===== src/design/scac_pkg.sv =====
// Package for the step counter / activity classifier.
// Holds register map, reset values, result codes and shared structs.
// No dependencies.
package scac_pkg;

  localparam int unsigned NumRegs  = 7;
  localparam int unsigned CfgW     = 13;
  localparam int unsigned AddrW    = 5;
  localparam int unsigned IdxW     = 3;
  localparam int unsigned SqW      = 28;
  localparam int unsigned M2W      = 32;
  localparam int unsigned NumBands = 4;
  localparam int unsigned TallyW   = 32;

  typedef enum logic [IdxW-1:0] {
    REG_PEAK    = 3'd0,
    REG_VALLEY  = 3'd1,
    REG_GRAVITY = 3'd2,
    REG_SLEEP   = 3'd3,
    REG_REST    = 3'd4,
    REG_WALK    = 3'd5,
    REG_RUN     = 3'd6
  } reg_idx_e;

  localparam logic [NumRegs-1:0][CfgW-1:0] CfgReset = {
    13'd576, 13'd256, 13'd64, 13'd19, 13'd1256, 13'd1280, 13'd1536
  };

  typedef enum logic [2:0] {
    ACT_SLEEPING = 3'd0,
    ACT_RESTING  = 3'd1,
    ACT_WALKING  = 3'd2,
    ACT_RUNNING  = 3'd3,
    ACT_PLAYING  = 3'd4
  } activity_e;

  // squared comparison bounds, derived from the config registers
  typedef struct packed {
    logic [SqW-1:0]                peak_sq;
    logic [SqW-1:0]                valley_sq;
    logic [NumBands-1:0][SqW-1:0]  hi_sq;
    logic [NumBands-1:0][SqW-1:0]  lo_sq;
    logic [NumBands-1:0]           lo_en;
  } bounds_t;

  typedef struct packed {
    logic      above_peak;
    logic      below_valley;
    activity_e cls;
  } eval_t;

endpackage


===== src/design/scac_if.sv =====
// Stream interfaces for the step counter / activity classifier.
// Input channel carries one accelerometer sample, output one result.
// No dependencies.
interface scac_in_if;
  logic               valid;
  logic               ready;
  logic signed [15:0] accel_x;
  logic signed [15:0] accel_y;
  logic signed [15:0] accel_z;

  modport source (output valid, output accel_x, output accel_y, output accel_z,
                  input ready);
  modport sink   (input valid, input accel_x, input accel_y, input accel_z,
                  output ready);
endinterface

interface scac_out_if;
  logic        valid;
  logic        ready;
  logic [31:0] step_total;
  logic        step_seen;
  logic [2:0]  activity_class;

  modport source (output valid, output step_total, output step_seen,
                  output activity_class, input ready);
  modport sink   (input valid, input step_total, input step_seen,
                  input activity_class, output ready);
endinterface


===== src/design/accel_step_counter_activity_classifier_unit.sv =====
// Top level of the step counter / activity classifier.
// Depends on scac_pkg, scac_if, scac_cfg, scac_eval.
//
// Takes one accelerometer sample per clock while the result side is not stalled
// and returns one result per sample (step total, step flag, activity class). A
// sample lands in an input register at its transfer; it is evaluated from there
// and written into the result register once that register is free, and the
// sustained rate is one sample per cycle without backpressure. The squared
// magnitude, the step hysteresis and the step tally all resolve in that single
// stage; a stalled result only holds the input side once the input register is
// full. Config writes reach the compares through the registered squared bounds.
module accel_step_counter_activity_classifier_unit
  import scac_pkg::*;
(
  input  logic             clk_i,
  input  logic             rst_ni,
  scac_in_if.sink          in_ch,
  scac_out_if.source       out_ch,
  input  logic             psel,
  input  logic             penable,
  input  logic             pwrite,
  input  logic [AddrW-1:0] paddr,
  input  logic [31:0]      pwdata,
  output logic [31:0]      prdata,
  output logic             pready
);

  bounds_t            bounds;
  eval_t              ev;
  logic               s1_valid_q;
  logic signed [15:0] x_q, y_q, z_q;
  logic               out_valid_q;
  logic [TallyW-1:0]  total_q;
  logic               seen_q;
  activity_e          cls_q;
  logic               in_peak_q, in_peak_d;
  logic [TallyW-1:0]  tally_q, tally_d;
  logic               adv;
  logic               fire;
  logic               in_xfer;
  logic               hit;

  scac_cfg u_cfg (
    .clk_i    (clk_i),
    .rst_ni   (rst_ni),
    .psel     (psel),
    .penable  (penable),
    .pwrite   (pwrite),
    .paddr    (paddr),
    .pwdata   (pwdata),
    .prdata   (prdata),
    .pready   (pready),
    .bounds_o (bounds)
  );

  scac_eval u_eval (
    .accel_x_i (x_q),
    .accel_y_i (y_q),
    .accel_z_i (z_q),
    .bounds_i  (bounds),
    .eval_o    (ev)
  );

  assign adv      = !out_valid_q || out_ch.ready;
  assign fire     = s1_valid_q && adv;
  assign in_ch.ready = !s1_valid_q || adv;
  assign in_xfer  = in_ch.valid && in_ch.ready;

  always_comb begin
    hit       = !in_peak_q && ev.above_peak;
    in_peak_d = in_peak_q;
    tally_d   = tally_q;
    if (hit) begin
      in_peak_d = 1'b1;
      tally_d   = tally_q + TallyW'(1);
    end else if (in_peak_q && ev.below_valley) begin
      in_peak_d = 1'b0;
    end
  end

  always_ff @(posedge clk_i or negedge rst_ni) begin
    if (!rst_ni) begin
      s1_valid_q  <= 1'b0;
      out_valid_q <= 1'b0;
      in_peak_q   <= 1'b0;
      tally_q     <= '0;
    end else begin
      if (in_xfer) begin
        s1_valid_q <= 1'b1;
      end else if (adv) begin
        s1_valid_q <= 1'b0;
      end
      if (adv) begin
        out_valid_q <= s1_valid_q;
      end
      if (fire) begin
        in_peak_q <= in_peak_d;
        tally_q   <= tally_d;
      end
    end
  end

  always_ff @(posedge clk_i) begin
    if (in_xfer) begin
      x_q <= in_ch.accel_x;
      y_q <= in_ch.accel_y;
      z_q <= in_ch.accel_z;
    end
    if (fire) begin
      total_q <= tally_d;
      seen_q  <= hit;
      cls_q   <= ev.cls;
    end
  end

  assign out_ch.valid          = out_valid_q;
  assign out_ch.step_total     = total_q;
  assign out_ch.step_seen      = seen_q;
  assign out_ch.activity_class = cls_q;

endmodule


===== src/design/scac_cfg.sv =====
// APB-style config register file plus registered squared bounds.
// Depends on scac_pkg.
module scac_cfg
  import scac_pkg::*;
(
  input  logic             clk_i,
  input  logic             rst_ni,
  input  logic             psel,
  input  logic             penable,
  input  logic             pwrite,
  input  logic [AddrW-1:0] paddr,
  input  logic [31:0]      pwdata,
  output logic [31:0]      prdata,
  output logic             pready,
  output bounds_t          bounds_o
);

  logic [NumRegs-1:0][CfgW-1:0] regs_q;
  logic [IdxW-1:0]              idx;
  logic                         idx_ok;
  logic                         wr_en;
  bounds_t                      bounds_d;
  bounds_t                      bounds_q;
  logic [CfgW-1:0]              grav;
  logic [CfgW-1:0]              band   [NumBands];
  logic [CfgW:0]                sum_w  [NumBands];
  logic [CfgW-1:0]              dif_w  [NumBands];
  logic [2*CfgW-1:0]            dsq_w  [NumBands];

  assign idx    = paddr[AddrW-1:2];
  assign idx_ok = (32'(idx) < NumRegs);
  assign wr_en  = psel && penable && pwrite && idx_ok;
  assign pready = 1'b1;
  assign prdata = idx_ok ? 32'(regs_q[idx]) : '0;

  always_ff @(posedge clk_i or negedge rst_ni) begin
    if (!rst_ni) begin
      regs_q <= CfgReset;
    end else if (wr_en) begin
      regs_q[idx] <= pwdata[CfgW-1:0];
    end
  end

  assign grav = regs_q[REG_GRAVITY];

  always_comb begin
    bounds_d.peak_sq   = SqW'(regs_q[REG_PEAK] * regs_q[REG_PEAK]);
    bounds_d.valley_sq = SqW'(regs_q[REG_VALLEY] * regs_q[REG_VALLEY]);
    for (int k = 0; k < NumBands; k++) begin
      band[k]              = regs_q[IdxW'(int'(REG_SLEEP) + k)];
      sum_w[k]             = {1'b0, grav} + {1'b0, band[k]};
      dif_w[k]             = grav - band[k];
      dsq_w[k]             = dif_w[k] * dif_w[k];
      bounds_d.hi_sq[k]    = SqW'(sum_w[k] * sum_w[k]);
      bounds_d.lo_sq[k]    = SqW'(dsq_w[k]);
      bounds_d.lo_en[k]    = (band[k] <= grav);
    end
  end

  always_ff @(posedge clk_i) begin
    bounds_q <= bounds_d;
  end

  assign bounds_o = bounds_q;

endmodule


===== src/design/scac_eval.sv =====
// Squared magnitude and threshold/band compares for one sample.
// Depends on scac_pkg.
module scac_eval
  import scac_pkg::*;
(
  input  logic signed [15:0] accel_x_i,
  input  logic signed [15:0] accel_y_i,
  input  logic signed [15:0] accel_z_i,
  input  bounds_t            bounds_i,
  output eval_t              eval_o
);

  logic signed [31:0]  xs;
  logic signed [31:0]  ys;
  logic signed [31:0]  zs;
  logic [M2W-1:0]      m2;
  logic [NumBands-1:0] band_ok;

  assign xs = accel_x_i * accel_x_i;
  assign ys = accel_y_i * accel_y_i;
  assign zs = accel_z_i * accel_z_i;
  assign m2 = M2W'(xs[30:0]) + M2W'(ys[30:0]) + M2W'(zs[30:0]);

  always_comb begin
    eval_o.above_peak   = (m2 > M2W'(bounds_i.peak_sq));
    eval_o.below_valley = (m2 < M2W'(bounds_i.valley_sq));
    for (int k = 0; k < NumBands; k++) begin
      band_ok[k] = (m2 < M2W'(bounds_i.hi_sq[k])) &&
                   (!bounds_i.lo_en[k] || (m2 > M2W'(bounds_i.lo_sq[k])));
    end
    // first band that holds wins
    eval_o.cls = ACT_PLAYING;
    for (int k = NumBands - 1; k >= 0; k--) begin
      if (band_ok[k]) begin
        eval_o.cls = activity_e'(3'(k));
      end
    end
  end

endmodule


===== src/flat_wrapper.sv =====
// flat-port wrapper written by rule: the top's interface ports become plain ports
module accel_step_counter_activity_classifier_unit_flat import scac_pkg::*;
  (clk_i, rst_ni, psel, penable, pwrite, paddr, pwdata, prdata, pready, in_ch_valid, in_ch_accel_x, in_ch_accel_y, in_ch_accel_z, in_ch_ready, out_ch_valid, out_ch_step_total, out_ch_step_seen, out_ch_activity_class, out_ch_ready);
  scac_in_if in_ch_i ();
  scac_out_if out_ch_i ();
  input  logic clk_i;
  input  logic rst_ni;
  input  logic psel;
  input  logic penable;
  input  logic pwrite;
  input  logic [AddrW-1:0] paddr;
  input  logic [31:0] pwdata;
  output logic [31:0] prdata;
  output logic pready;
  input wire logic [$bits(in_ch_i.valid)-1:0] in_ch_valid;
  input wire logic [$bits(in_ch_i.accel_x)-1:0] in_ch_accel_x;
  input wire logic [$bits(in_ch_i.accel_y)-1:0] in_ch_accel_y;
  input wire logic [$bits(in_ch_i.accel_z)-1:0] in_ch_accel_z;
  output wire logic [$bits(in_ch_i.ready)-1:0] in_ch_ready;
  output wire logic [$bits(out_ch_i.valid)-1:0] out_ch_valid;
  output wire logic [$bits(out_ch_i.step_total)-1:0] out_ch_step_total;
  output wire logic [$bits(out_ch_i.step_seen)-1:0] out_ch_step_seen;
  output wire logic [$bits(out_ch_i.activity_class)-1:0] out_ch_activity_class;
  input wire logic [$bits(out_ch_i.ready)-1:0] out_ch_ready;
  assign in_ch_i.valid = in_ch_valid;
  assign in_ch_i.accel_x = in_ch_accel_x;
  assign in_ch_i.accel_y = in_ch_accel_y;
  assign in_ch_i.accel_z = in_ch_accel_z;
  assign in_ch_ready = in_ch_i.ready;
  assign out_ch_valid = out_ch_i.valid;
  assign out_ch_step_total = out_ch_i.step_total;
  assign out_ch_step_seen = out_ch_i.step_seen;
  assign out_ch_activity_class = out_ch_i.activity_class;
  assign out_ch_i.ready = out_ch_ready;
  accel_step_counter_activity_classifier_unit u_core (.clk_i(clk_i), .rst_ni(rst_ni), .in_ch(in_ch_i), .out_ch(out_ch_i), .psel(psel), .penable(penable), .pwrite(pwrite), .paddr(paddr), .pwdata(pwdata), .prdata(prdata), .pready(pready));
endmodule

===== config.mk =====
export PLATFORM = sky130hd
export DESIGN_NAME = accel_step_counter_activity_classifier_unit_flat
export DESIGN_NICKNAME = d
export VERILOG_FILES = /design/src/design/scac_pkg.sv /design/src/design/scac_if.sv /design/src/design/accel_step_counter_activity_classifier_unit.sv /design/src/design/scac_cfg.sv /design/src/design/scac_eval.sv /design/src/flat_wrapper.sv
export SDC_FILE = /design/constraint.sdc
export NUM_CORES = 2
export LEC_CHECK = 0
export BUFFER_PORTS_ARGS = -buffer_cell sky130_fd_sc_hd__buf_2
export CAP_MARGIN = 0
export CORE_UTILIZATION = 35
export CTS_CLUSTER_SIZE = 30
export DETAILED_ROUTE_END_ITERATION = 7
export PLACE_DENSITY_LB_ADDON = 0.1
export SYNTH_ARGS = -nofsm -noshare
export SYNTH_HDL_FRONTEND = slang
export SYNTH_SLANG_ARGS = --single-unit

===== constraint.sdc =====
create_clock -name clk_i -period 19 [get_ports clk_i]
set_clock_uncertainty 0.2 [all_clocks]
set_input_delay 2.85 -clock clk_i [delete_from_list [all_inputs] [get_ports clk_i]]
set_output_delay 2.85 -clock clk_i [all_outputs]
set_load 0.005 [all_outputs]

# After elaboration in Yosys (flattened, before gate mapping)
# Index checks and enable logic that the tools add are counted.
# totals
reg_bits	317
wordCells	73
# op_classes
reduce_logical	19
n_lt_le_gt_ge	8
n_mul	7
n_mux	12
add_sub_neg	5
# ops
operator	count
$mul A16 B16 Y31	3
$bwmux W91	1
$mul A13 B13 Y26	3
$gt A32 B26 Y1	2
$bmux W13 S3	1
$demux W13 S3	1
$mux W13	3
$add A31 B31 Y32	1
$add A32 B1 Y32 const B	1
$add A32 B31 Y32	1
$lt A32 B26 Y1	1
$lt A32 B28 Y1	1
$mux W32	1
$mul A14 B14 Y28	1
$add A13 B13 Y14	1
$le A13 B13 Y1	1
$sub A13 B13 Y13	1
$logic_and A1 B1 Y1	9
$logic_not A1 Y1	4
$lt A3 B4 Y1 const B	1
$mux W1	4
$reduce_bool A2 Y1	2
$ge A3 B1 Y1 const B	1
$logic_or A1 B1 Y1	3
other kinds (3)	3

# Depth between registers and ports, before layout
# logic_depth
word_depth	7
mapped_depth	46

# Modules after synthesis
# A second synthesis with hierarchy kept.
# unflattened
hier_cells	7352
hier_area_um2	67637.4
# modules_own_cells
module	seq_area_each_um2	area_per_inst_um2	instances	cells_per_inst
scac_eval	0.0	35317.6	1	4123
scac_cfg	4339.2	27780.4	1	2929
accel_step_counter_activity_classifier_unit	3398.3	4539.4	1	300

# Worst setup path after synthesis
# Ideal clock, no wire load.
# synth_timing
kind	register to register
from	register u_core.y_q[4]
to	register u_core.total_q[1], in the netlist u_core.out_ch.step_total[1] (data pin)
path_buffers	3
synth_period_minus_slack_ns	10.011
path_stages_with_launch	44
arrival_time_ns	9.549
slack_ns	8.989
path_cell_list	edfxtp_1 clkbuf_1 clkbuf_1 nand2_1 fa_1 fa_1 fa_1 inv_1 fa_1 fa_1 inv_1 fa_1 inv_1 ha_1 a21o_1 a21o_1 a21o_1 a21o_1 (+8 left out) ha_1 and2_1 a32oi_1 o311ai_2 a21o_1 a21oi_1 xnor2_1 ha_1 and4b_1 nand3_1 nor4_1 nand3_1 o21ai_0 a21oi_1 and3b_4 buf_6 nor2_2 mux2_1
# synth_via
elab_chain_len	6
# synth_lines
item	line	rtl
start: declaration	accel_step_counter_activity_classifier_unit.sv:31	logic signed [15:0] x_q, y_q, z_q;
start signal: assignment	accel_step_counter_activity_classifier_unit.sv:106	y_q <= in_ch.accel_y;
$mul A16 B16 Y31	scac_eval.sv:20	assign ys = accel_y_i * accel_y_i;
$add A31 B31 Y32	scac_eval.sv:22	assign m2 = M2W'(xs[30:0]) + M2W'(ys[30:0]) + M2W'(zs[30:0]);
$add A32 B31 Y32	scac_eval.sv:22	
$gt A32 B26 Y1	scac_eval.sv:25	eval_o.above_peak = (m2 > M2W'(bounds_i.peak_sq));
$logic_and A1 B1 Y1	accel_step_counter_activity_classifier_unit.sv:70	hit = !in_peak_q && ev.above_peak;
named net u_core.hit	accel_step_counter_activity_classifier_unit.sv:41	logic hit;
$mux W32	accel_step_counter_activity_classifier_unit.sv:73	if (hit) begin
named net u_core.tally_d[1]	accel_step_counter_activity_classifier_unit.sv:37	logic [TallyW-1:0] tally_q, tally_d;
end signal: assignment	accel_step_counter_activity_classifier_unit.sv:110	total_q <= tally_d;
end: declaration	accel_step_counter_activity_classifier_unit.sv:33	logic [TallyW-1:0] total_q;
# The timed path passes the listed nets, and every way through them passes these cells.
# A chain may end at the register's enable or synchronous reset.

# Worst setup path in the final report
# layout_timing
from	register u_core.z_q[9]
to	register u_core.total_q[1], in the netlist u_core.out_ch.step_total[1] (data pin)
# layout_via
elab_chain_len	5
# layout_lines
item	line	rtl
start: declaration	accel_step_counter_activity_classifier_unit.sv:31	
start signal: assignment	accel_step_counter_activity_classifier_unit.sv:107	z_q <= in_ch.accel_z;
$mul A16 B16 Y31	scac_eval.sv:21	assign zs = accel_z_i * accel_z_i;
$add A32 B31 Y32	scac_eval.sv:22	
$gt A32 B26 Y1	scac_eval.sv:25	
$logic_and A1 B1 Y1	accel_step_counter_activity_classifier_unit.sv:70	
named net u_core.hit	accel_step_counter_activity_classifier_unit.sv:41	
$mux W32	accel_step_counter_activity_classifier_unit.sv:73	
named net u_core.tally_d[1]	accel_step_counter_activity_classifier_unit.sv:37	
# The timed path passes the listed nets, and every way through them passes these cells.

==> metrics list <==
* Relative slew slack: 0.3091
* Register bit total from synthesis: 257
* Avg Inst Size Synth: 9.632 µm²
* I/O pins: 163
* Detailed-route via count: 31680
- In the final layout, the share of cells above drive strength 1 is 0.06969.
- Worst R2R End: u_core.out_ch.step_total[1]$_DFFE_PP_
- Number of optimization iterations in the first detailed-route pass: 5
- Max-cap viol count: 0
- Row generation in the floorplan step produced 135 rows.
* Most common cell on crit path: fa_1
- Level count of the clock H-tree: 2
* Post-Route Setup TNS: 0 ns
- Number of remaining DRC errors: 0
- Final clock period utilization by the worst path: 0.6573
- The number of global-route vias before repair is 35280.
- The initial utilization of the core area, before any placement, comes to 0.3549.
* Number of hold buffers added after CTS: 0
- The share of synthesized area in the top cell type comes to 0.3787.
* Max Buffers Root-to-Sink: 3
- Clock latency on the worst-skew pair: 0.62 ns
* Fraction of registers with async set or reset after synthesis: 0.4903
* Startpoint type of the worst setup path: flip-flop
- For this run, the top clock speed supported by timing is 80.07 MHz.
- The run finished with clean final reports.
- Among all stages on the critical path, the largest delay is contributed by edfxtp_1.
* Number of violations reported at the end of detailed-routing iteration 0: 1122
* Global Route Usage Sum: 0.1751
- Number of failing hold endpoints at the final stage: 0
* Largest cells by area after synthesis: fa_1 38%, ha_1 12%, inv_1 10%, dfrtp_1 5.7%, edfxtp_1 5.0%
- For the worst setup path, the data arrival time is 12.61 ns.
- Final Critical Period: 12.49 ns
- In this run the post-CTS setup repair buffer count came out at 0.
- Entering global routing, the biggest net connects 73 pins.
- The first global-routing pass estimated 194.0 mm of wire.
- Half-perimeter wire length after placement: 95.10 mm
- Post-cts repair resize count: 0
- Total Die Area: 0.1395 mm²
* Unrepaired setup endpoints after global routing: no
- During synthesis, Yosys emitted a total of 0 warnings.
- For the pin with the worst max-slew slack, the measured transition is 1.036 ns.
* Number of synthesized flops with an enable pin: 81
- Last element of the critical path: u_core.out_ch.step_total[1]$_DFFE_PP_
- The worst setup path is of the reg -> reg kind.
- After detailed routing, the total wire length is 115.9 mm.
- Critical path launch point: u_core.z_q[9]$_DFFE_PP_
- STA classifies the critical path endpoint as a flip-flop.
- The number of slew-limit violations in the final report was 0.
* Clock-pin slew of the registers on the worst-case setup and hold paths: 0.06 ns
- Layout net count: 6537
- Syn Std Cell Area: 0.04832 mm²
- Highest cell delay on the worst timing path: 1.03 ns
- TritonCTS created 36 clock buffers.
- Sequential area share after synthesis: 0.1367
* Area growth from synthesis to final layout: 7.601%
- TritonCTS sink count: 257
- Path depth of the worst reg2reg path: 37
* Routed length per instance: 16.86 µm
- Dividing the detail-routed via count by the number of cells gives 4.608.
* CP Max Fanout: 57
- fa_1 takes more of the synthesized area than any other cell.
* Layout fillers: 13950
- Main synth FF type: dfrtp_1
* Number of antenna violations at the first check in global routing: 3
- Total of buffers placed on input and output ports: 118
- Clock tree root buffer cell: clkbuf_16
* Worst min path class: reg -> reg
- Global routing finished with a remaining overflow of 0.
- Setup violations remaining at the end of the flow were counted as 0.
- Vertical die dimension: 373.5 µm
- The core region is 0.1361 mm².
* Syn Inst Count: 5016
* Die Width: 373.5 µm
* Clock tree from TritonCTS: done
* Register-to-register setup slack: 6.51 ns
- Remaining antenna violation count: 0
- Last weighted congestion value of the routability-driven placer: 0.8012
- After synthesis, the netlist uses 83 different library cells.
* Reg-to-reg startpoint: u_core.z_q[9]$_DFFE_PP_
- Required @ worst endpoint: 19.13 ns
-- final cells by class --
| cell class | count | area (µm²) | area share |
|---|---|---|---|
| diodes | 1 | 2.502 | 0.00004813 |
| well taps | 1781 | 2228 | 0.04286 |
| inverters | 1334 | 5007 | 0.09632 |
| clock inverters | 18 | 200.2 | 0.003851 |
| repair buffers | 140 | 762.0 | 0.01466 |
| flip-flops and latches | 257 | 6606 | 0.1271 |
| multi-input cells | 3297 | 36110 | 0.6946 |
| clock buffers | 48 | 1072 | 0.02063 |
-- worst min-delay path by stage --
stage | start | to | slack (ns) | cells after the start
3_3_place_gp | u_core.s1_valid_q$_DFFE_PN0P_ | u_core.out_ch.valid$_DFFE_PN0P_ | 0.27 | 1
6_report | u_core.tally_q[31]$_DFFE_PN0P_ | u_core.tally_q[31]$_DFFE_PN0P_ | 0.29 | 1
2_1_floorplan | u_core.u_cfg.regs_q[13]$_DFFE_PN0P_ | u_core.u_cfg.bounds_o[228]$_DFF_P_ | 0.23 | 0
5_1_grt | u_core.u_cfg.grav[0]$_DFFE_PN0P_ | u_core.u_cfg.grav[0]$_DFFE_PN0P_ | 0.32 | 1
3_5_place_dp | u_core.tally_q[31]$_DFFE_PN0P_ | u_core.tally_q[31]$_DFFE_PN0P_ | 0.28 | 1
4_1_cts | u_core.tally_q[31]$_DFFE_PN0P_ | u_core.tally_q[31]$_DFFE_PN0P_ | 0.29 | 1
-- routing by layer --
| metal | vias to the layer above | routed length, µm | share of wire | global-route usage |
|---|---|---|---|---|
| met4 | 2 | 1646 | 0.014 | 0.03005 |
| li1 | 15330 | - | - | - |
| met2 | 314 | 55220 | 0.48 | 0.2943 |
| met5 | - | 13 | 0.00011 | 0 |
| met1 | 15970 | 55920 | 0.48 | 0.2461 |
| met3 | 67 | 3113 | 0.027 | 0.01777 |
-- registers in the layout (all words and copies together) (netlist names) --
register	flops
u_core.out_ch.step_total	32
u_core.x_q	16
u_core.z_q	16
u_core.in_peak_q	1
u_core.u_cfg.regs_q	65
u_core.tally_q	32
u_core.u_cfg.band	13
u_core.s1_valid_q	1
u_core.out_ch.step_seen	1
u_core.u_cfg.bounds_o	50
u_core.y_q	16
u_core.u_cfg.grav	13
u_core.out_ch.valid	1
-- Yosys cell counts, drive strengths merged (37+ instances only) --
cell type / n
a21o: 90
a21oi: 147
and2: 215
buf: 37
clkbuf: 113
dfrtp: 110
dfxtp: 50
edfxtp: 81
fa: 914
ha: 465
inv: 1334
mux2: 95
nand2: 340
nand2b: 43
nand3: 46
nor2: 189
nor3: 46
o21ai: 97
xnor2: 143
xor2: 122
-- worst max-delay path: cells and delay by family (launching register included) --
family	cells	cell delay, ns
adder cells (fa/ha/maj)	10	4.31
flip-flops	1	1.03
AND/OR/NAND/NOR	9	2.10
AO/OA/AOI/OAI	10	2.91
multiplexers	1	0.39
buffers and inverters	5	0.34
XOR/XNOR	2	0.93
-- per-stage QoR --
stage | area [µm²] | setup WS (ns) | std cells | hold slack [ns] | util
floorplan | 48400 | 8.989 | 5038 | 0.2265 | -
global placement | 50710 | 6.569 | 6809 | 0.2695 | 0.3725
detailed placement | 50710 | 6.635 | 6809 | 0.2786 | 0.3725
CTS | 51980 | 6.543 | 6875 | 0.2904 | 0.3818
global route | 51980 | 5.942 | 6875 | 0.3156 | 0.3818
finish | 51990 | 6.511 | 6876 | 0.2877 | 0.3819
-- cell families after synthesis --
group,after synthesis,synth area share
AO/OA/AOI/OAI,486,0.06464
multiplexers,113,0.02768
AND/OR/NAND/NOR,1030,0.1057
buffers and inverters,1484,0.1179
other,2,0.0001554
adder cells (fa/ha/maj),1379,0.4991
XOR/XNOR,265,0.04804
flip-flops,257,0.1367
-- layout by cell type (no fill, tap or decap), types with 43 or more instances in the layout --
cell / count
a21o_1: 90
and2_1: 214
fa_1: 914
ha_1: 465
nand3_1: 46
a21oi_1: 146
xnor2_1: 143
inv_1: 1333
dfxtp_1: 50
nor2_1: 187
o21ai_0: 95
dfrtp_1: 110
buf_2: 117
xor2_1: 122
nand2_1: 340
edfxtp_1: 81
nand2b_1: 43
mux2_2: 93
Power is left out: the tool's default activity adds up to more than one toggle a clock period on the data nets, which glitch-free logic cannot reach.
